**config.mk**
```make
export PLATFORM = sky130hd
export DESIGN_NAME = psso_point_score
export DESIGN_NICKNAME = d
export VERILOG_FILES = /design/src/rtl/psso_pkg.sv /design/src/rtl/psso_point_score.sv
export SDC_FILE = /design/constraint.sdc
export NUM_CORES = 1
export LEC_CHECK = 0
export BUFFER_PORTS_ARGS = -buffer_cell sky130_fd_sc_hd__buf_2
export CAP_MARGIN = 20
export CORE_MARGIN = 1.5
export CORE_UTILIZATION = 55
export DETAILED_ROUTE_END_ITERATION = 10
export GPL_ROUTABILITY_DRIVEN = 0
export GPL_TIMING_DRIVEN = 1
export PLACE_DENSITY = 0.79
export SYNTH_ARGS = -nofsm -noshare
export SYNTH_HDL_FRONTEND = slang
export SYNTH_SLANG_ARGS = --single-unit
```
**constraint.sdc**
```tcl
create_clock -name i_clk -period 13.5 [get_ports i_clk]
set_clock_uncertainty 0.05 [all_clocks]
set_input_delay 2.7 -clock i_clk [delete_from_list [all_inputs] [get_ports i_clk]]
set_output_delay 2.7 -clock i_clk [all_outputs]
set_load 0.005 [all_outputs]
```
**src/rtl/psso_pkg.sv**
```systemverilog
`default_nettype none
// ----------------------------------------------------------------------------
// psso_pkg
// Shared types and constants of the pixel swap smoothness optimizer: image
// geometry, operation codes, beat payloads and the divider reciprocal.
// ----------------------------------------------------------------------------
package psso_pkg;

    localparam int IMAGE_WIDTH  = 80;
    localparam int IMAGE_HEIGHT = 100;
    localparam int PIX_TOTAL    = IMAGE_WIDTH * IMAGE_HEIGHT;

    localparam int ADDR_W  = 13;
    localparam int PIX_W   = 8;
    localparam int SCORE_W = 19;
    localparam int PAIR_W  = 20;
    localparam int CNT_W   = 32;
    localparam int COL_W   = $clog2(IMAGE_WIDTH);
    localparam int ROW_W   = $clog2(IMAGE_HEIGHT);

    // Row = (addr * RECIP) >> RECIP_SHIFT, low by at most one.
    localparam int RECIP_SHIFT = 24;
    localparam int RECIP_W     = 24;
    localparam int RECIP       = (1 << RECIP_SHIFT) / IMAGE_WIDTH;

    localparam logic [ADDR_W-1:0] WIDTH_A    = ADDR_W'(IMAGE_WIDTH);
    localparam logic [ADDR_W-1:0] WRAP_V_A   = ADDR_W'((IMAGE_HEIGHT - 1) * IMAGE_WIDTH);
    localparam logic [ADDR_W-1:0] TOTAL_A    = ADDR_W'(PIX_TOTAL);
    localparam logic [COL_W-1:0]  COL_LAST   = COL_W'(IMAGE_WIDTH - 1);
    localparam logic [ROW_W-1:0]  ROW_LAST   = ROW_W'(IMAGE_HEIGHT - 1);

    localparam logic [1:0] OP_LOAD = 2'd0;
    localparam logic [1:0] OP_TRY  = 2'd1;
    localparam logic [1:0] OP_READ = 2'd2;

    typedef struct packed {
        logic [1:0]        op;
        logic [ADDR_W-1:0] addr_a;
        logic [ADDR_W-1:0] addr_b;
        logic [PIX_W-1:0]  write_value;
    } t_in_item;

    typedef struct packed {
        logic [PIX_W-1:0]  read_value;
        logic              swap_kept;
        logic [PAIR_W-1:0] score_before;
        logic [PAIR_W-1:0] score_after;
        logic [CNT_W-1:0]  attempt_count;
    } t_out_item;

    // Centre and its four wrapped neighbors, as addresses or as pixels.
    typedef struct packed {
        logic [ADDR_W-1:0] c;
        logic [ADDR_W-1:0] l;
        logic [ADDR_W-1:0] r;
        logic [ADDR_W-1:0] u;
        logic [ADDR_W-1:0] d;
    } t_nbr_addr;

    typedef struct packed {
        logic [PIX_W-1:0] c;
        logic [PIX_W-1:0] l;
        logic [PIX_W-1:0] r;
        logic [PIX_W-1:0] u;
        logic [PIX_W-1:0] d;
    } t_pt_vals;

endpackage
`default_nettype wire

```
**src/rtl/psso_point_score.sv**
```systemverilog
`default_nettype none
// ----------------------------------------------------------------------------
// psso_point_score
// Two-stage pipeline scoring one point as h*h + v*v from its centre and
// four neighbor pixels.
// ----------------------------------------------------------------------------
module psso_point_score (
    input  wire logic                           i_clk,
    input  wire psso_pkg::t_pt_vals             i_vals,
    output      logic [psso_pkg::SCORE_W-1:0]   o_score
);

    logic signed [10:0]              n_h;
    logic signed [10:0]              n_v;
    logic signed [10:0]              r_h;
    logic signed [10:0]              r_v;
    logic signed [21:0]              w_hh;
    logic signed [21:0]              w_vv;
    logic [psso_pkg::SCORE_W-1:0]    r_score;

    // Second differences fit in 11 bits signed.
    always_comb begin
        n_h = signed'({3'b000, i_vals.l}) + signed'({3'b000, i_vals.r})
            - signed'({2'b00, i_vals.c, 1'b0});
        n_v = signed'({3'b000, i_vals.u}) + signed'({3'b000, i_vals.d})
            - signed'({2'b00, i_vals.c, 1'b0});
    end

    always_ff @(posedge i_clk) begin
        r_h <= n_h;
        r_v <= n_v;
    end

    assign w_hh = r_h * r_h;
    assign w_vv = r_v * r_v;

    always_ff @(posedge i_clk) begin
        r_score <= w_hh[psso_pkg::SCORE_W-1:0] + w_vv[psso_pkg::SCORE_W-1:0];
    end

    assign o_score = r_score;

endmodule
`default_nettype wire

```
* After elaboration in Yosys (flattened, before gate mapping) *
Cells that the tools add are included.

operators by class
  add/subtract/negate cells = 5
  multiply operators = 2

operator list
  cell            count
  $mul 10x10->19  2
  $sub 9x9->10    2
  $add 19x19->19  1
  $add 8x8->9     2

word-level totals
  bits in registers = 39
  output and inout port bits = 19
  logic and storage cells = 10

* Depth between registers and ports, before layout *
  word-level depth = 2
  depth in mapped cells = 24
  gate-level depth less buffers = 23

* Worst setup path after synthesis *
No wires, ideal clock.

  kind = reg2reg
  start point = reg, netlist name r_h[9]
  end point = reg r_score (netlist bit o_score[15])
  setup time = 0.132 ns
  arrival time = 5.754 ns
  setup slack = 7.564 ns
  stages on the path, launching flop included = 22
  buffers on the path = 2
  cell sequence = dfxtp_1 > buf_2 > buf_1 > nand2_1 > fa_1 > inv_1 > fa_1 > fa_1 > fa_1 > fa_1 > fa_1 > inv_1 > fa_1 > inv_1 > ha_1 > a21o_1 > a21oi_2 > nand2_1 > a21o_1 > a21oi_1 > a31oi_1 > xor2_1

between the ends
  cells in the longest elaborated chain, start to end = 2

RTL lines
  what                  RTL line                RTL
  $mul 10x10->19        psso_point_score.sv:34  assign w_hh = r_h * r_h;
  $add 19x19->19        psso_point_score.sv:38  r_score <= w_hh[psso_pkg::SCORE_W-1:0] + w_vv[psso_pkg::SCORE_W-1:0];
  end signal, assigned  psso_point_score.sv:38
  end, declared         psso_point_score.sv:19  logic [psso_pkg::SCORE_W-1:0] r_score;

Every way passes these cells.

* Worst setup path in the final report *
  start point = reg, netlist name r_v[9]
  end point = reg r_score (netlist bit o_score[15])

between the ends
  cells in the longest elaborated chain, start to end = 2

RTL lines
  what            RTL line                RTL
  $mul 10x10->19  psso_point_score.sv:35  assign w_vv = r_v * r_v;
  $add 19x19->19  psso_point_score.sv:38

Every way passes these cells.

==> flow_summary.json <==
{
  "synth_warnings": 0,
  "post_cts_resized": 0,
  "cp-end-kind": "flip-flop",
  "hp-start": "r_h[0]$_DFF_P_",
  "die_h_um": 128,
  "yosysMostFrequentCell": "inv_1",
  "dp_hpwl_um": 13800,
  "worst_pin_slew_ps": 680,
  "post-route-drc-count": 0,
  "syn-cell-area_um2": 8530,
  "ys_ff_latch": 39,
  "cts_tree": "done",
  "drive_gt1_share_pct": 7.97,
  "synth_area_leaders": "fa_1, inv_1, ha_1, dfxtp_1, xnor2_1",
  "vias": 5649,
  "r2r_cells": 21,
  "yosysUniqueCellTypes": 36,
  "crit_chain": "nand2_1 > inv_1 > fa_1 > inv_1 > fa_1 > fa_1 > inv_1 > fa_1 > fa_1 > fa_1 > inv_1 > fa_1 > inv_1 > ha_1 > a21o_1 > a21oi_2 > nand2_1 > a21o_1 > a21oi_1 > a31oi_1 > xor2_1",
  "cp_top_family": "adder cells",
  "htree_levels": 2,
  "max_stage_delay_ps": 750,
  "grt_max_degree": 21,
  "r2r_start": "r_v[9]$_DFF_P_",
  "wire_per_inst_um": 13.9,
  "start_kind": "flip-flop",
  "first_iter_violations": 138,
  "core_area_um2": 15200,
  "min_period_ps": 6590,
  "dieArea_um2": 16300,
  "synthFlopType": "dfxtp_1",
  "dr.pass1.iters": 4,
  "syn_area_per_cell_um2": 9.46,
  "clk_latency_ps": 300,
  "grt_pass1_wl_um": 28000,
  "layout.nets": 1275,
  "synth_commonest_cells": "inv_1, fa_1, ha_1",
  "crit_top_cell": "fa_1",
  "hold_buffers": 0,
  "synth_top_cell_area_share_pct": 46.2,
  "setup_violations": 0,
  "worstSetupPathType": "reg -> reg",
  "ant_nets": 0,
  "hold_violations": 0,
  "grt_busiest_layer": "met2",
  "grt_setup_unrepaired": "false",
  "worst-path-max-fanout": 18,
  "cap_violations": 0,
  "grtUsageMet1_pct": 26.4,
  "arrival_ps": 6710,
  "yosysSeqAreaShare_pct": 9.15,
  "crit_required_ps": 13620,
  "clock_sink_count": 39,
  "min_path_type": "reg -> reg",
  "max_freq_ghz": 0.152,
  "finalSetupTns_ps": 0,
  "post_cts.repair.setup_buffers": 0,
  "antenna_cells": 0,
  "syn_to_final_growth_pct": 7.30,
  "crit_start": "r_v[9]$_DFF_P_",
  "first_global_vias": 6199,
  "critPathSlowestCell": "dfxtp_1",
  "start_util_pct": 56.1,
  "status": "complete, no violations",
  "use_met2_pct": 40.2,
  "rows": 45,
  "cp.depth": 21,
  "timing.hold.ws_ps": 660,
  "hold_depth": 1,
  "ios": 60,
  "viasPerCell": 4.95,
  "antenna_found_initial": 0,
  "met3_usage_pct": 3.02,
  "slew_viol_final": 0,
  "cts_max_path_buffers": 2,
  "synth_edf_count": 0,
  "critPathBufInv": 5,
  "globalRouteTotalUtil_pct": 22.3,
  "die_w_um": 128,
  "cts_root_buffer": "clkbuf_16",
  "clk_pin_slew_ps": 70,
  "synth.largest_area_cell": "fa_1",
  "grt-ovfl-total": 0,
  "wirelength_um": 15900,
  "cts_made_buffers": 5,
  "synthArstFlopShare_pct": 0,
  "synthCells": 902,
  "fin_crit_sh_pct": 48.8,
  "max-slew-margin-rel_pct": 54.6,
  "port_buffers": 59,
  "syn_nets": 1225
}
==> metrics by stage <==
step,area (um2),utilization (%),worst slack (ps),instances
6_report,9160,60.2,6910,1141
5_1_grt,9160,60.2,6510,1141
4_1_cts,9160,60.2,6930,1141
3_5_place_dp,9000,59.2,6960,1133
3_3_place_gp,9000,59.2,7120,1133
2_1_floorplan,8530,-,7560,902
==> layout by cell type (no fill, tap or decap) <==
master,netlist,routed
ha_1,85,85
dfxtp_1,39,39
clkbuf_16,0,5
buf_2,2,59
a21oi_1,13,13
o31a_4,1,1
xnor2_1,39,39
inv_1,300,300
mux2i_1,2,2
or2b_1,1,1
and2_1,29,29
a221oi_1,2,2
a31oi_1,1,1
and2b_1,1,1
xor2_1,9,9
clkinvlp_4,0,1
clkinv_4,0,1
nor2b_1,17,17
o31ai_2,1,1
nand3_1,1,1
a21o_1,7,7
a21boi_0,2,2
o21ai_2,3,3
clkinv_1,1,1
nor3_1,3,3
nand2_1,64,64
nand2b_1,5,5
and3_1,2,2
fa_1,197,197
clkbuf_8,0,1
a21boi_2,1,1
a21oi_2,2,2
nor2_2,1,1
o21ai_1,2,2
o21bai_1,2,2
nor2_1,35,35
o21a_1,4,4
o21ai_0,14,14
==> cell type report <==
| type | instances | area, um2 |
|---|---|---|
| multi-input combinational | 546 | 6560 |
| fill | 1274 | 6050 |
| sequential | 39 | 781 |
| clock buffer | 6 | 139 |
| inverter | 301 | 1130 |
| tap | 188 | 235 |
| timing repair buffer | 59 | 295 |
| clock inverter | 2 | 16.3 |
==> metal layers <==
layer  wire, um  vias to the layer above  part of all wire (%)
met5          0                        -                     0
met4        728                        0                   4.6
met3        660                       46                   4.2
met2       8300                      120                    52
met1       6200                     2826                    39
li1           -                     2657                     -
==> registers in the layout, indices dropped and copies added (netlist names) <==
signal and cells:
r_h 10, o_score 19, r_v 10
==> cell families (layout without fill, tap and decap cells) <==
logic type	Yosys count	count (layout)	synth area share (%)
simple gates	159	159	8.73
mux	2	2	0.235
fa+ha+maj	282	282	58.7
buf+inv	317	368	14.0
compound gates	55	55	4.30
flops	39	39	9.15
xor+xnor	48	48	4.93
==> final timing paths <==
check                                            to  slack [ps]
worst max-delay path            o_score[15]$_DFF_P_        6910
worst min-delay path             o_score[1]$_DFF_P_         660
worst max register to register  o_score[15]$_DFF_P_        6910
worst min register to register   o_score[1]$_DFF_P_         660
Power is left out: the tool's default activity adds up to more than one toggle a clock period on the data nets, which glitch-free logic cannot reach.
