[src/rtl/psso_pkg.sv]
`default_nettype none
// ----------------------------------------------------------------------------
// psso_pkg
// Shared types and constants of the pixel swap smoothness optimizer: image
// geometry, operation codes, beat payloads and the divider reciprocal.
// ----------------------------------------------------------------------------
package psso_pkg;

    localparam int IMAGE_WIDTH  = 80;
    localparam int IMAGE_HEIGHT = 100;
    localparam int PIX_TOTAL    = IMAGE_WIDTH * IMAGE_HEIGHT;

    localparam int ADDR_W  = 13;
    localparam int PIX_W   = 8;
    localparam int SCORE_W = 19;
    localparam int PAIR_W  = 20;
    localparam int CNT_W   = 32;
    localparam int COL_W   = $clog2(IMAGE_WIDTH);
    localparam int ROW_W   = $clog2(IMAGE_HEIGHT);

    // Row = (addr * RECIP) >> RECIP_SHIFT, low by at most one.
    localparam int RECIP_SHIFT = 24;
    localparam int RECIP_W     = 24;
    localparam int RECIP       = (1 << RECIP_SHIFT) / IMAGE_WIDTH;

    localparam logic [ADDR_W-1:0] WIDTH_A    = ADDR_W'(IMAGE_WIDTH);
    localparam logic [ADDR_W-1:0] WRAP_V_A   = ADDR_W'((IMAGE_HEIGHT - 1) * IMAGE_WIDTH);
    localparam logic [ADDR_W-1:0] TOTAL_A    = ADDR_W'(PIX_TOTAL);
    localparam logic [COL_W-1:0]  COL_LAST   = COL_W'(IMAGE_WIDTH - 1);
    localparam logic [ROW_W-1:0]  ROW_LAST   = ROW_W'(IMAGE_HEIGHT - 1);

    localparam logic [1:0] OP_LOAD = 2'd0;
    localparam logic [1:0] OP_TRY  = 2'd1;
    localparam logic [1:0] OP_READ = 2'd2;

    typedef struct packed {
        logic [1:0]        op;
        logic [ADDR_W-1:0] addr_a;
        logic [ADDR_W-1:0] addr_b;
        logic [PIX_W-1:0]  write_value;
    } t_in_item;

    typedef struct packed {
        logic [PIX_W-1:0]  read_value;
        logic              swap_kept;
        logic [PAIR_W-1:0] score_before;
        logic [PAIR_W-1:0] score_after;
        logic [CNT_W-1:0]  attempt_count;
    } t_out_item;

    // Centre and its four wrapped neighbors, as addresses or as pixels.
    typedef struct packed {
        logic [ADDR_W-1:0] c;
        logic [ADDR_W-1:0] l;
        logic [ADDR_W-1:0] r;
        logic [ADDR_W-1:0] u;
        logic [ADDR_W-1:0] d;
    } t_nbr_addr;

    typedef struct packed {
        logic [PIX_W-1:0] c;
        logic [PIX_W-1:0] l;
        logic [PIX_W-1:0] r;
        logic [PIX_W-1:0] u;
        logic [PIX_W-1:0] d;
    } t_pt_vals;

endpackage
`default_nettype wire

[src/rtl/psso_nbr_addr.sv]
`default_nettype none
// ----------------------------------------------------------------------------
// psso_nbr_addr
// Three-stage pipeline that splits a pixel address into row and column and
// forms the addresses of its four neighbors on the torus.
// ----------------------------------------------------------------------------
module psso_nbr_addr (
    input  wire logic                           i_clk,
    input  wire logic [psso_pkg::ADDR_W-1:0]    i_addr,
    output      psso_pkg::t_nbr_addr            o_nbr
);

    localparam int PROD_W = psso_pkg::ADDR_W + psso_pkg::RECIP_W;

    logic [PROD_W-1:0]               w_prod;
    logic [psso_pkg::ADDR_W-1:0]     r1_addr;
    logic [psso_pkg::ROW_W-1:0]      r1_row;
    logic [psso_pkg::ADDR_W-1:0]     w_row_base;
    logic [psso_pkg::ADDR_W-1:0]     w_rem;
    logic [psso_pkg::ADDR_W-1:0]     r2_addr;
    logic [psso_pkg::ROW_W-1:0]      r2_row;
    logic [psso_pkg::COL_W:0]        r2_rem;
    logic                            w_fix;
    logic [psso_pkg::COL_W:0]        w_col_full;
    logic [psso_pkg::COL_W-1:0]      w_col;
    logic [psso_pkg::ROW_W-1:0]      w_row;
    psso_pkg::t_nbr_addr             n_nbr;
    psso_pkg::t_nbr_addr             r_nbr;

    // Stage 1: reciprocal multiply gives the row estimate.
    assign w_prod = PROD_W'(i_addr) * PROD_W'(psso_pkg::RECIP);

    always_ff @(posedge i_clk) begin
        r1_addr <= i_addr;
        r1_row  <= w_prod[psso_pkg::RECIP_SHIFT +: psso_pkg::ROW_W];
    end

    // Stage 2: remainder against the estimated row.
    assign w_row_base = psso_pkg::ADDR_W'(r1_row) * psso_pkg::WIDTH_A;
    assign w_rem      = r1_addr - w_row_base;

    always_ff @(posedge i_clk) begin
        r2_addr <= r1_addr;
        r2_row  <= r1_row;
        r2_rem  <= w_rem[psso_pkg::COL_W:0];
    end

    // Stage 3: one correction step, then the wrapped neighbors.
    assign w_fix      = r2_rem >= (psso_pkg::COL_W + 1)'(psso_pkg::IMAGE_WIDTH);
    assign w_col_full = w_fix ? r2_rem - (psso_pkg::COL_W + 1)'(psso_pkg::IMAGE_WIDTH)
                              : r2_rem;
    assign w_col      = w_col_full[psso_pkg::COL_W-1:0];
    assign w_row      = w_fix ? r2_row + psso_pkg::ROW_W'(1) : r2_row;

    always_comb begin
        n_nbr.c = r2_addr;
        n_nbr.l = (w_col == '0) ? r2_addr + psso_pkg::WIDTH_A - psso_pkg::ADDR_W'(1)
                                : r2_addr - psso_pkg::ADDR_W'(1);
        n_nbr.r = (w_col == psso_pkg::COL_LAST)
                  ? r2_addr - psso_pkg::WIDTH_A + psso_pkg::ADDR_W'(1)
                  : r2_addr + psso_pkg::ADDR_W'(1);
        n_nbr.u = (w_row == '0) ? r2_addr + psso_pkg::WRAP_V_A
                                : r2_addr - psso_pkg::WIDTH_A;
        n_nbr.d = (w_row == psso_pkg::ROW_LAST) ? r2_addr - psso_pkg::WRAP_V_A
                                                : r2_addr + psso_pkg::WIDTH_A;
    end

    always_ff @(posedge i_clk) begin
        r_nbr <= n_nbr;
    end

    assign o_nbr = r_nbr;

endmodule
`default_nettype wire

[config.mk]
export PLATFORM = sky130hd
export DESIGN_NAME = psso_nbr_addr
export DESIGN_NICKNAME = d
export VERILOG_FILES = /design/src/rtl/psso_pkg.sv /design/src/rtl/psso_nbr_addr.sv
export SDC_FILE = /design/constraint.sdc
export NUM_CORES = 1
export LEC_CHECK = 0
export ABC_AREA = 1
export BUFFER_PORTS_ARGS = -buffer_cell sky130_fd_sc_hd__clkbuf_2
export CORE_MARGIN = 2
export CORE_UTILIZATION = 39
export CTS_CLUSTER_SIZE = 8
export DETAILED_ROUTE_END_ITERATION = 16
export GPL_TIMING_DRIVEN = 0
export PLACE_DENSITY = 0.58
export SETUP_SLACK_MARGIN = 0.02
export SLEW_MARGIN = 25
export SYNTH_ARGS = -nofsm -noshare
export SYNTH_HDL_FRONTEND = slang
export SYNTH_SLANG_ARGS = --single-unit
[constraint.sdc]
create_clock -name i_clk -period 12.6 [get_ports i_clk]
set_input_delay 2.52 -clock i_clk [delete_from_list [all_inputs] [get_ports i_clk]]
set_output_delay 2.52 -clock i_clk [all_outputs]
set_load 0.03 [all_outputs]
* After elaboration in Yosys (flattened, before gate mapping)
Cells that the tools add are included.
Operators by class: add/subtract/negate cells 11, multipliers 2, divide/modulo/power cells 0, order comparisons 1, equal/unequal tests 2, shift-type cells 0, mux-type cells 6, bitwise operators 0, reduce and logical (&&, ||, !) cells 2
Operators by type and width (count):
- $mux 13 | 4
- $mul 13x18->31 const B | 1
- $add 13x1->13 const B | 2
- $sub 13x1->13 const B | 2
- $eq 7x7->1 const B | 2
- $logic_not 7->1 | 2
- $mux 7 | 2
- $add 13x13->13 const B | 1
- $add 13x7->13 const B | 1
- $sub 13x13->13 const B | 1
- $sub 13x7->13 const B | 1
- $ge 8x7->1 const B | 1
- $sub 8x8->8 | 1
- $add 7x1->7 const B | 1
- $mul 7x3->4 const B | 1
- $sub 7x7->7 const B | 1
Word-level totals: register bits 113, latch bits 0, memory bits (writable) 0, bits in read-only memories 0, input port bits 14, output and inout port bits 65, logic and storage cells 34, memories kept 0

* Logic depth before layout (Yosys ltp)
Gate-level depths: netlist of run 1.
depth after elaboration 4, depth in mapped cells 22, gate-level depth less buffers 22

* Least setup slack after synthesis of run 1
Ideal clock, no wire load.
kind input-to-reg, start input i_addr[11] in the netlist's numbering, end register r1_row[1] in the netlist's numbering, setup time 0.120 ns, arrival 6.088 ns, setup slack 6.392 ns, stages 17, path buffers 0, cells stage by stage inv_1 -> ha_1 -> inv_1 -> fa_1 -> fa_1 -> inv_1 -> fa_1 -> inv_1 -> fa_1 -> ha_1 -> a21oi_1 -> o21ai_0 -> inv_1 -> nor2_1 -> o21ai_0 -> nand3_1 -> xor2_1
Between the ends: longest elaborated chain between the ends 1
Ends and longest elaborated chain:
- from (decl) | RTL line psso_nbr_addr.sv:9 | input wire logic [psso_pkg::ADDR_W-1:0] i_addr,
- $mul 13x18->31 | RTL line psso_nbr_addr.sv:31 | assign w_prod = PROD_W'(i_addr) * PROD_W'(psso_pkg::RECIP);
- net w_prod[25] | RTL line psso_nbr_addr.sv:15 | logic [PROD_W-1:0] w_prod;
- to (signal assigned) | RTL line psso_nbr_addr.sv:35 | r1_row <= w_prod[psso_pkg::RECIP_SHIFT +: psso_pkg::ROW_W];
- to (decl) | RTL line psso_nbr_addr.sv:17 | logic [psso_pkg::ROW_W-1:0] r1_row;
The timed path passes the listed nets, and every way through them passes these cells.

* Final worst setup path of run 1
start input i_addr[11] in the netlist's numbering, end register r1_row[4] in the netlist's numbering
The elaborated chain is that of the path after synthesis.

==> flow_summary.json, run 1 <==
{
  "yosys.area.top_type": "dfxtp_1",
  "muxShareOfSynthArea": 0,
  "fmax_mhz": 156,
  "grt_max_degree": 22,
  "status": "finished, final reports clean",
  "viasPerCell": 4.67,
  "start_util": 0.394,
  "crit_required_ns": 12.84,
  "crit_path_end_kind": "flip-flop",
  "clock-sinks": 100,
  "synth_top_family_by_area": "adder cells",
  "place.gp.congestion": 0.883,
  "ys_warn_count": 0,
  "whs_ns": 0.324,
  "synth_nets": 997,
  "via_count": 5546,
  "synth_adder_area_share": 0.250,
  "htreeDepth": 3,
  "min_period_ns": 6.39,
  "synthTopCellsByCount": "168 x nand2_1, 149 x inv_1, 100 x dfxtp_1",
  "dieWidth_um": 138,
  "layout-drive-gt1-share": 0.165,
  "grt.overflow.total": 0,
  "multi_input_area_um2": 4280,
  "syn_inst": 865,
  "slowest_stage": "fa_1",
  "path_class": "in -> reg",
  "dpl_cell_area_um2": 7710,
  "synth_top_area_share": 0.285,
  "cts.repair.resized": 0,
  "drv_slew": 0,
  "finalNonFillerCells": 1188,
  "area_delta_synth_final_pct": 14.1,
  "dieArea_um2": 19100,
  "p_clk_frac": 0.161,
  "cts_inserted_buffers": 9,
  "total_power_mw": 1.72,
  "setup_slack_ns": 6.21,
  "pre_cts_slack_ns": 5.84,
  "peakVddDrop_mv": 0.152,
  "drt-wirelength-per-cell_um": 12.8,
  "power.density_nw_per_um2": 215,
  "startpoint_type": "input pin",
  "fin_area_um2": 8020,
  "synth_xor_area_frac": 0.0634,
  "internal_power_uw": 885,
  "final.fill_count": 1788,
  "clockRootBuffer": "clkbuf_16",
  "drt-total-wl_um": 15200,
  "p_seq_frac": 0.236,
  "core_area_um2": 17800,
  "regArea_um2": 2000,
  "port_buffers": 78,
  "postCtsSetupBuffers": 0,
  "clk_latency_ns": 0.35,
  "ff2ff_setup_slack_ns": 10.32,
  "finalSetupViolCount": 0,
  "gr-usage-all-layers": 0.171,
  "tritoncts": "yes",
  "ys_seq_elements": 100,
  "crit_fanout": 4,
  "ys.flop_type": "dfxtp_1",
  "synth-edff-count": 0,
  "path_cells": "clkbuf_2 > inv_1 > ha_1 > inv_1 > fa_1 > fa_1 > fa_1 > inv_1 > fa_1 > inv_1 > ha_1 > a21oi_1 > nor2_1 > nor2_1 > nor2_1 > o21ai_0 > nand3_1 > nand2_1 > nand2_1",
  "clk_pin_slew_ns": 0.08,
  "power.leakage_nw": 4.28,
  "cts_hold_buf": 0,
  "detailed_place_hpwl_um": 12900,
  "ys_types": 45,
  "clock_skew_ns": 0.00668,
  "max-clock-path-buffers": 2,
  "worstMarginPinSlew_ns": 0.561,
  "num_antenna_cells": 0,
  "fin_nets": 1086,
  "syn_avg_cell_area_um2": 8.13,
  "hold_class": "reg -> reg",
  "drc_errors": 0,
  "ant_nets": 0,
  "final_util": 0.449,
  "grt_pass1_wl_um": 27000,
  "rows": 49,
  "netlist_area_um2": 7030,
  "rsz0062_at_grt": "no",
  "synth.most_common_cell": "nand2_1",
  "p_switching_uw": 839,
  "maxCapViolCount": 0,
  "final_hold_viol_count": 0,
  "dpl.cell_count": 1172,
  "async_reset_ff_frac": 0,
  "min_period_over_period": 0.507,
  "grt_pass1_vias": 5642,
  "cpPeakStageDelay_ns": 0.55,
  "drt_iter0_markers": 283,
  "die_h_um": 138,
  "arrival_ns": 6.64,
  "antenna_found_initial": 0,
  "setup_tns_ns": 0,
  "p_sw_frac": 0.487,
  "synth_compound_area_frac": 0.0621,
  "ys_seq_area_frac": 0.285,
  "dr.pass1.iters": 4,
  "io-pin-count": 79,
  "synth.area.top_cells": "dfxtp_1 28%, ha_1 14%, fa_1 11%",
  "slew_headroom": 0.622,
  "synth-simple-area-share": 0.234,
  "power_frac_comb": 0.603
}
worst paths after layout:
path	from	to	cells after the start
min	r1_addr[9]$_DFF_P_	r2_addr[9]$_DFF_P_	0
max reg2reg	r2_addr[4]$_DFF_P_	o_nbr[38]$_DFF_P_	16
max	i_addr[11]	r1_row[4]$_DFF_P_	19
min reg2reg	r1_addr[9]$_DFF_P_	r2_addr[9]$_DFF_P_	0
logic make-up (layout without fill, tap and decap cells):
logic type / after synthesis / in the layout
compound gates: 78 / 78
flops: 100 / 100
simple gates: 342 / 342
fa+ha+maj: 118 / 118
buf+inv: 177 / 271
xor+xnor: 50 / 50
critical path: cells and delay by family:
kind / cells / cell delay, ns
adders and majority gates: 6 / 2.74
AOI/OAI and AO/OA: 2 / 0.54
and+or+nand+nor: 6 / 0.48
buffers and inverters: 5 / 0.35
state kept, by name (all words and copies together), names as in the netlist:
signal and count:
r2_addr 9, r1_row 7, r2_row 7, r1_addr 13, r2_rem 8, o_nbr 56
cells in the final DEF (no fill, tap or decap), types with 7 or more instances in the layout:
master,count
a21oi_1,27
fa_1,37
nand4_1,30
nand2_1,168
inv_1,149
ha_1,81
nand3_1,49
buf_4,10
nand2_2,10
clkbuf_2,78
xnor2_1,10
dfxtp_1,100
o21ai_1,9
nor2_1,49
clkbuf_16,9
o21ai_0,28
nor3_1,7
xor2_1,39
layer usage:
metal,GRT usage,up-vias,share of wire
met5,0,-,0
met3,0.0246,32,0.029
met4,0.0704,0,0.028
li1,-,2915,-
met2,0.306,100,0.50
met1,0.206,2499,0.45
area by class of cell:
class,count,area share
inverter,154,0.0723
clock buffer,9,0.0281
tap,229,0.0357
multi-input combinational,588,0.534
sequential,100,0.250
timing repair buffer,78,0.0487
buffer,23,0.0206
clock inverter,7,0.0108
power by group through the flow:
stage	Sequential, mW	Combinational, mW	Clock [mW]
global placement	0.414	1.04	0
CTS	0.408	1.05	0.284
detailed placement	0.415	1.04	0
finish	0.407	1.04	0.277
global route	0.414	1.20	0.296
floorplan	0.449	0.766	0
No activity file was read; power rests on OpenSTA's default activity.
==> run 2, diff against run 1 <==
Settings changed: ABC_AREA 1 to 0.
Clock period 12.6 ns to 6.7 ns, I/O delays scaled along.
==> run 2 against run 1 <==
Via count down 11%. Largest power group unchanged. Highest routed layer unchanged. Global-route usage down 0.42 points. Clock power grew 100%. Hold slack barely moved. Register-to-register slack lost 6.6 ns. Sequential share of layout area increased by 1.5 points.
==> flow_summary.json, run 2 <==
{
  "ant_nets": 0,
  "internal_power_mw": 1.63,
  "clock-sinks": 100,
  "crit_fanout": 4,
  "io-pin-count": 79,
  "fin_area_um2": 7570,
  "detailed_place_hpwl_um": 12200,
  "grt.overflow.total": 0,
  "port_buffers": 78,
  "synth.most_common_cell": "inv_1",
  "syn_inst": 684,
  "gr-usage-all-layers": 0.167,
  "finalSetupViolCount": 0,
  "wl_met2_um": 7200,
  "ys.flop_type": "dfxtp_1",
  "path_cells": "clkbuf_2 > inv_1 > ha_1 > inv_1 > fa_1 > fa_1 > inv_1 > fa_1 > xor2_1 > ha_1 > o21bai_1 > ha_1 > nand3b_1 > a21boi_0 > o21ai_0 > a221oi_1 > o21bai_1 > a21oi_1 > o32a_1",
  "ys_types": 75,
  "cts.repair.resized": 0,
  "async_reset_ff_frac": 0,
  "clockRootBuffer": "clkbuf_16",
  "dieWidth_um": 134,
  "rsz0062_at_grt": "no",
  "power_frac_comb": 0.515,
  "p_seq_frac": 0.280,
  "slowest_stage": "fa_1",
  "die_h_um": 134,
  "clk_latency_ns": 0.34,
  "wl_met1_um": 6520,
  "dpl.cell_count": 982,
  "crit_path_end_kind": "flip-flop",
  "dpl_cell_area_um2": 7230,
  "peakVddDrop_mv": 0.263,
  "netlist_area_um2": 6560,
  "ys_warn_count": 0,
  "clk_pin_slew_ns": 0.06,
  "p_clk_frac": 0.206,
  "worstMarginPinSlew_ns": 0.725,
  "cts_inserted_buffers": 9,
  "grt_max_degree": 17,
  "clock_skew_ns": 0.00436,
  "power.density_nw_per_um2": 361,
  "cts_hold_buf": 0,
  "postCtsSetupBuffers": 0,
  "path_class": "in -> reg",
  "start_util": 0.397,
  "mostFrequentLayoutCells": "103 x inv_1, 100 x dfxtp_1, 81 x ha_1",
  "final_hold_viol_count": 0,
  "via_count": 4955,
  "ys_seq_area_frac": 0.305,
  "viasPerCell": 4.96,
  "ys_seq_elements": 100,
  "synth_top_area_share": 0.305,
  "antenna_found_initial": 0,
  "cpLargestDelayFamily": "adder cells",
  "total_power_mw": 2.73,
  "htreeDepth": 3,
  "status": "finished, final reports clean",
  "tritoncts": "yes",
  "largest_reg_flops": 56,
  "synthTopCellsByCount": "103 x inv_1, 100 x dfxtp_1, 81 x ha_1",
  "fin_nets": 905,
  "drt_iter0_markers": 259,
  "highest_layer": "met4",
  "finalNonFillerCells": 998,
  "power.leakage_nw": 3.61,
  "synth_nets": 816,
  "syn_avg_cell_area_um2": 9.59,
  "area_delta_synth_final_pct": 15.3,
  "drt-total-wl_um": 14600,
  "worst-path-buf-inv": 4,
  "slew_headroom": 0.513,
  "cpPeakStageDelay_ns": 0.59,
  "p_sw_frac": 0.402,
  "p_switching_mw": 1.10,
  "synth.area.top_cells": "dfxtp_1 31%, ha_1 15%, fa_1 11%",
  "final_common_cell": "inv_1",
  "rows": 47,
  "synth-edff-count": 0,
  "grt_pass1_wl_um": 24000,
  "layout-drive-gt1-share": 0.171,
  "grt_pass1_vias": 4987,
  "drt-wirelength-per-cell_um": 14.6,
  "startpoint_type": "input pin",
  "max-clock-path-buffers": 2,
  "crit_required_ns": 6.97,
  "hold_class": "reg -> reg",
  "num_antenna_cells": 0,
  "yosys.area.top_type": "dfxtp_1",
  "dr.pass1.iters": 4,
  "drv_slew": 0,
  "maxCapViolCount": 0,
  "place.gp.congestion": 0.881,
  "drc_errors": 0,
  "final.fill_count": 1612,
  "arrival_ns": 5.87,
  "min_period_over_period": 0.835,
  "min_period_ns": 5.59,
  "dieArea_um2": 17900,
  "core_area_um2": 16500,
  "fmax_mhz": 179,
  "wl_met3_um": 628,
  "setup_tns_ns": 0,
  "final_util": 0.458
}
[run 2: cell count changes after synthesis, moves of 7 or more]
cell,previous run,this run
nand2_1,168,35
inv_1,149,103
xnor2_1,10,48
nand3_1,49,18
nand4_1,30,6
nor2_1,49,27
xor2_1,39,17
nand2_2,10,0
o21ai_0,28,20
mux2i_1,0,7
[run 2: cells by family after synthesis]
kind of cell               count (synthesis)  synth area share
buffers and inverters                    133            0.0900
adders and majority gates                119             0.269
muxes                                     10            0.0181
xor gates and xnor gates                  65            0.0867
and+or+nand+nor                          138             0.109
DFF                                      100             0.305
AOI/OAI and AO/OA                        119             0.122
[run 2: layer usage]
metal | track usage | vias to the layer above
li1 | - | 2479
met1 | 0.203 | 2335
met2 | 0.299 | 118
met3 | 0.0301 | 23
met4 | 0.0520 | 0
met5 | 0 | -
[run 2: metrics by stage]
step                      hold WS, ns  setup slack [ns]
after global placement          0.310             0.826
after detailed placement        0.312             0.771
final                           0.325              1.11
after floorplan                 0.310              1.38
after global routing            0.332             0.796
after CTS                       0.326              1.11
[run 2: power groups by stage]
stage / clock (mW) / sequential (mW) / combinational (mW)
2_1_floorplan: 0 / 0.819 / 1.03
3_3_place_gp: 0 / 0.772 / 1.35
3_5_place_dp: 0 / 0.777 / 1.40
4_1_cts: 0.575 / 0.764 / 1.41
5_1_grt: 0.603 / 0.775 / 1.60
6_report: 0.561 / 0.764 / 1.40
[run 2: area by class of cell]
type                            instances  area [µm²]  share of cell area
Multi-Input combinational cell        451        3980               0.525
Sequential cell                       100        2000               0.265
Timing Repair Buffer                   78         390              0.0516
Inverter                              104         390              0.0516
Tap cell                              220         275              0.0364
Clock buffer                           11         253              0.0334
Buffer                                 29         200              0.0265
Clock inverter                          5        81.3              0.0107
[run 2: path summary, 6_finish.rpt]
check | start | end | slack, ns | depth (start not counted)
max | i_addr[11] | r1_row[5]$_DFF_P_ | 1.11 | 19
min | r1_addr[1]$_DFF_P_ | r2_rem[1]$_DFF_P_ | 0.32 | 0
max reg2reg | r2_addr[4]$_DFF_P_ | o_nbr[38]$_DFF_P_ | 3.77 | 10
min reg2reg | r1_addr[1]$_DFF_P_ | r2_rem[1]$_DFF_P_ | 0.32 | 0
[run 2: worst register-to-register path: cells and delay by family (launching register included)]
kind | cells | cell delay, ns
and+or+nand+nor | 1 | 0.27
AOI/OAI and AO/OA | 4 | 1.07
adders and majority gates | 1 | 0.35
xor gates and xnor gates | 2 | 0.36
buffers and inverters | 2 | 0.44
DFF | 1 | 0.36
==> run 3, diff against run 2 <==
Settings changed: PLACE_DENSITY 0.58 to 0.6.
Clock period 6.7 ns to 5.1 ns, I/O delays scaled along.
==> run 3 against run 2 <==
Register-to-register slack worse by 1.5 ns. Clock skew is 0.0024 ns higher. Hold slack better by 0.0019 ns. Flip-flop and latch count stayed put.
==> flow_summary.json, run 3 (synthesis results as in run 2) <==
{
  "p_sw_frac": 0.407,
  "drv_slew": 0,
  "start_util": 0.397,
  "largest_reg_flops": 56,
  "rows": 47,
  "cts_inserted_buffers": 9,
  "drt_iter0_markers": 361,
  "drt-wirelength-per-cell_um": 14.0,
  "clock-sinks": 100,
  "setup_slack_ns": 0.0936,
  "crit_required_ns": 5.33,
  "power.leakage_nw": 3.61,
  "worst-path-buf-inv": 6,
  "arrival_ns": 5.23,
  "detailed_place_hpwl_um": 11500,
  "finalSetupViolCount": 0,
  "htreeDepth": 3,
  "finalNonFillerCells": 1001,
  "status": "finished, final reports clean",
  "internal_power_mw": 2.19,
  "rsz0062_at_grt": "yes",
  "maxCapViolCount": 0,
  "rr_endpoint": "o_nbr[50]$_DFF_P_",
  "dieArea_um2": 17900,
  "core_area_um2": 16500,
  "power.density_nw_per_um2": 477,
  "min_path_cells": 0,
  "dpl.cell_count": 982,
  "slowest_stage": "fa_2",
  "pre_cts_slack_ns": -0.550,
  "grt_pass1_vias": 4725,
  "dr.pass1.iters": 5,
  "place.gp.congestion": 0.902,
  "clockRootBuffer": "clkbuf_16",
  "cpLargestDelayFamily": "adder cells",
  "slew_headroom": 0.308,
  "p_seq_frac": 0.271,
  "tritoncts": "yes",
  "hp-start": "r1_row[4]$_DFF_P_",
  "worstMarginPinSlew_ns": 1.03,
  "p_switching_mw": 1.50,
  "fmax_mhz": 200,
  "power_frac_comb": 0.547,
  "gr-usage-all-layers": 0.162,
  "min_period_ns": 5.01,
  "grt_max_degree": 18,
  "drt-total-wl_um": 14000,
  "path_class": "in -> reg",
  "viasPerCell": 4.97,
  "port_buffers": 78,
  "ff2ff_setup_slack_ns": 2.30,
  "via_count": 4971,
  "grtUsageMet1": 0.206,
  "num_antenna_cells": 0,
  "clock_skew_ns": 0.00675,
  "cpPeakStageDelay_ns": 0.59,
  "clk_pin_slew_ns": 0.06,
  "mostFrequentLayoutCells": "100 x dfxtp_1, 99 x inv_1, 76 x clkbuf_2",
  "path_cells": "buf_4 > inv_1 > ha_1 > inv_2 > fa_2 > fa_2 > inv_1 > fa_2 > inv_2 > fa_2 > ha_4 > nand2_1 > nor2_1 > a32oi_2 > a221oi_2 > buf_4 > o21bai_1 > a21oi_1 > o32a_1",
  "drc_errors": 0,
  "crit_fanout": 4,
  "cts_hold_buf": 0,
  "final_hold_viol_count": 0,
  "dieWidth_um": 134,
  "p_clk_frac": 0.182,
  "final_common_cell": "dfxtp_1",
  "fin_nets": 908,
  "use_met3": 0.0289,
  "final_util": 0.468,
  "globalRouteMet2Util": 0.277,
  "crit_path_end_kind": "flip-flop",
  "rr_worst_depth": 11,
  "reg2reg_from": "r2_rem[0]$_DFF_P_",
  "clk_latency_ns": 0.34,
  "grt.overflow.total": 0,
  "min_period_over_period": 0.982,
  "busiest_layer": "met2",
  "ant_nets": 0,
  "startpoint": "i_addr[11]",
  "critPathMostFrequentCell": "fa_2",
  "grt_pass1_wl_um": 23100,
  "min_delay_worst_endpoint": "r2_row[4]$_DFF_P_",
  "area_delta_synth_final_pct": 17.8,
  "startpoint_type": "input pin",
  "die_h_um": 134,
  "layout-drive-gt1-share": 0.207,
  "io-pin-count": 79,
  "antenna_found_initial": 0,
  "peakVddDrop_mv": 0.494,
  "whs_ns": 0.327,
  "hold_class": "reg -> reg",
  "max-clock-path-buffers": 2,
  "setup_tns_ns": 0
}
[run 3: changes by cell type in the layout (fill, tap and decap cells not counted), moves of 4 or more]
cell / before / now
inv_2: 0 / 4
fa_2: 0 / 6
ha_1: 81 / 72
buf_4: 9 / 13
inv_1: 103 / 99
fa_1: 37 / 31
ha_4: 0 / 9
[run 3: timing repair]
| action | 4_1_cts | 5_1_grt |
|---|---|---|
| endpoints found under the setup margin | 5 | 6 |
| gates resized for setup | 10 | 25 |
| pin swaps | 5 | 14 |
| setup buffers | 1 | 2 |
| gates cloned | 0 | 0 |
[run 3: through the flow]
stage / power, mW / instance area (µm²)
2_1_floorplan: 2.43 / 6560
3_3_place_gp: 2.80 / 7230
3_5_place_dp: 2.82 / 7230
4_1_cts: 3.59 / 7600
5_1_grt: 4.04 / 7730
6_report: 3.69 / 7730
[run 3: routing by layer]
metal / vias to the layer above / wire length (µm)
met2: 144 / 6810
met4: 0 / 286
met1: 2309 / 6160
met3: 28 / 740
li1: 2490 / -
met5: - / 0
[run 3: area by class of cell]
cell class              count  area [µm²]
flip-flops and latches    100        2000
fillers                  1600        8790
well taps                 220         275
multi-input cells         451        4140
clock inverters             6        73.8
plain buffers              29         200
repair buffers             81         418
inverters                 104         390
clock buffers              10         229
[run 3: how the worst max path moves through the flow]
stage                        end  slack [ns]  depth (start not counted)
6_report       r1_row[5]$_DFF_P_        0.09                         19
3_5_place_dp   r1_row[5]$_DFF_P_       -0.55                         19
4_1_cts        r1_row[5]$_DFF_P_        0.03                         18
5_1_grt        r1_row[5]$_DFF_P_       -0.04                         20
2_1_floorplan  r1_row[5]$_DFF_P_         0.1                         17
3_3_place_gp   r1_row[5]$_DFF_P_       -0.54                         17
[run 3: power by group through the flow]
stage          Clock (mW)  Sequential, mW  Combinational [mW]
2_1_floorplan           0            1.08                1.36
3_3_place_gp            0            1.02                1.79
3_5_place_dp            0            1.02                1.80
4_1_cts             0.689            1.00                1.90
5_1_grt             0.722            1.02                2.29
6_report            0.670            1.00                2.02
[run 3: worst register-to-register path: cells and delay by family, from the launching register on]
| family | cells | cell delay, ns |
|---|---|---|
| AOI/OAI and AO/OA | 2 | 0.40 |
| xor gates and xnor gates | 1 | 0.12 |
| adders and majority gates | 1 | 0.21 |
| buffers and inverters | 3 | 0.41 |
| DFF | 1 | 0.37 |
| muxes | 1 | 0.33 |
| and+or+nand+nor | 3 | 0.85 |
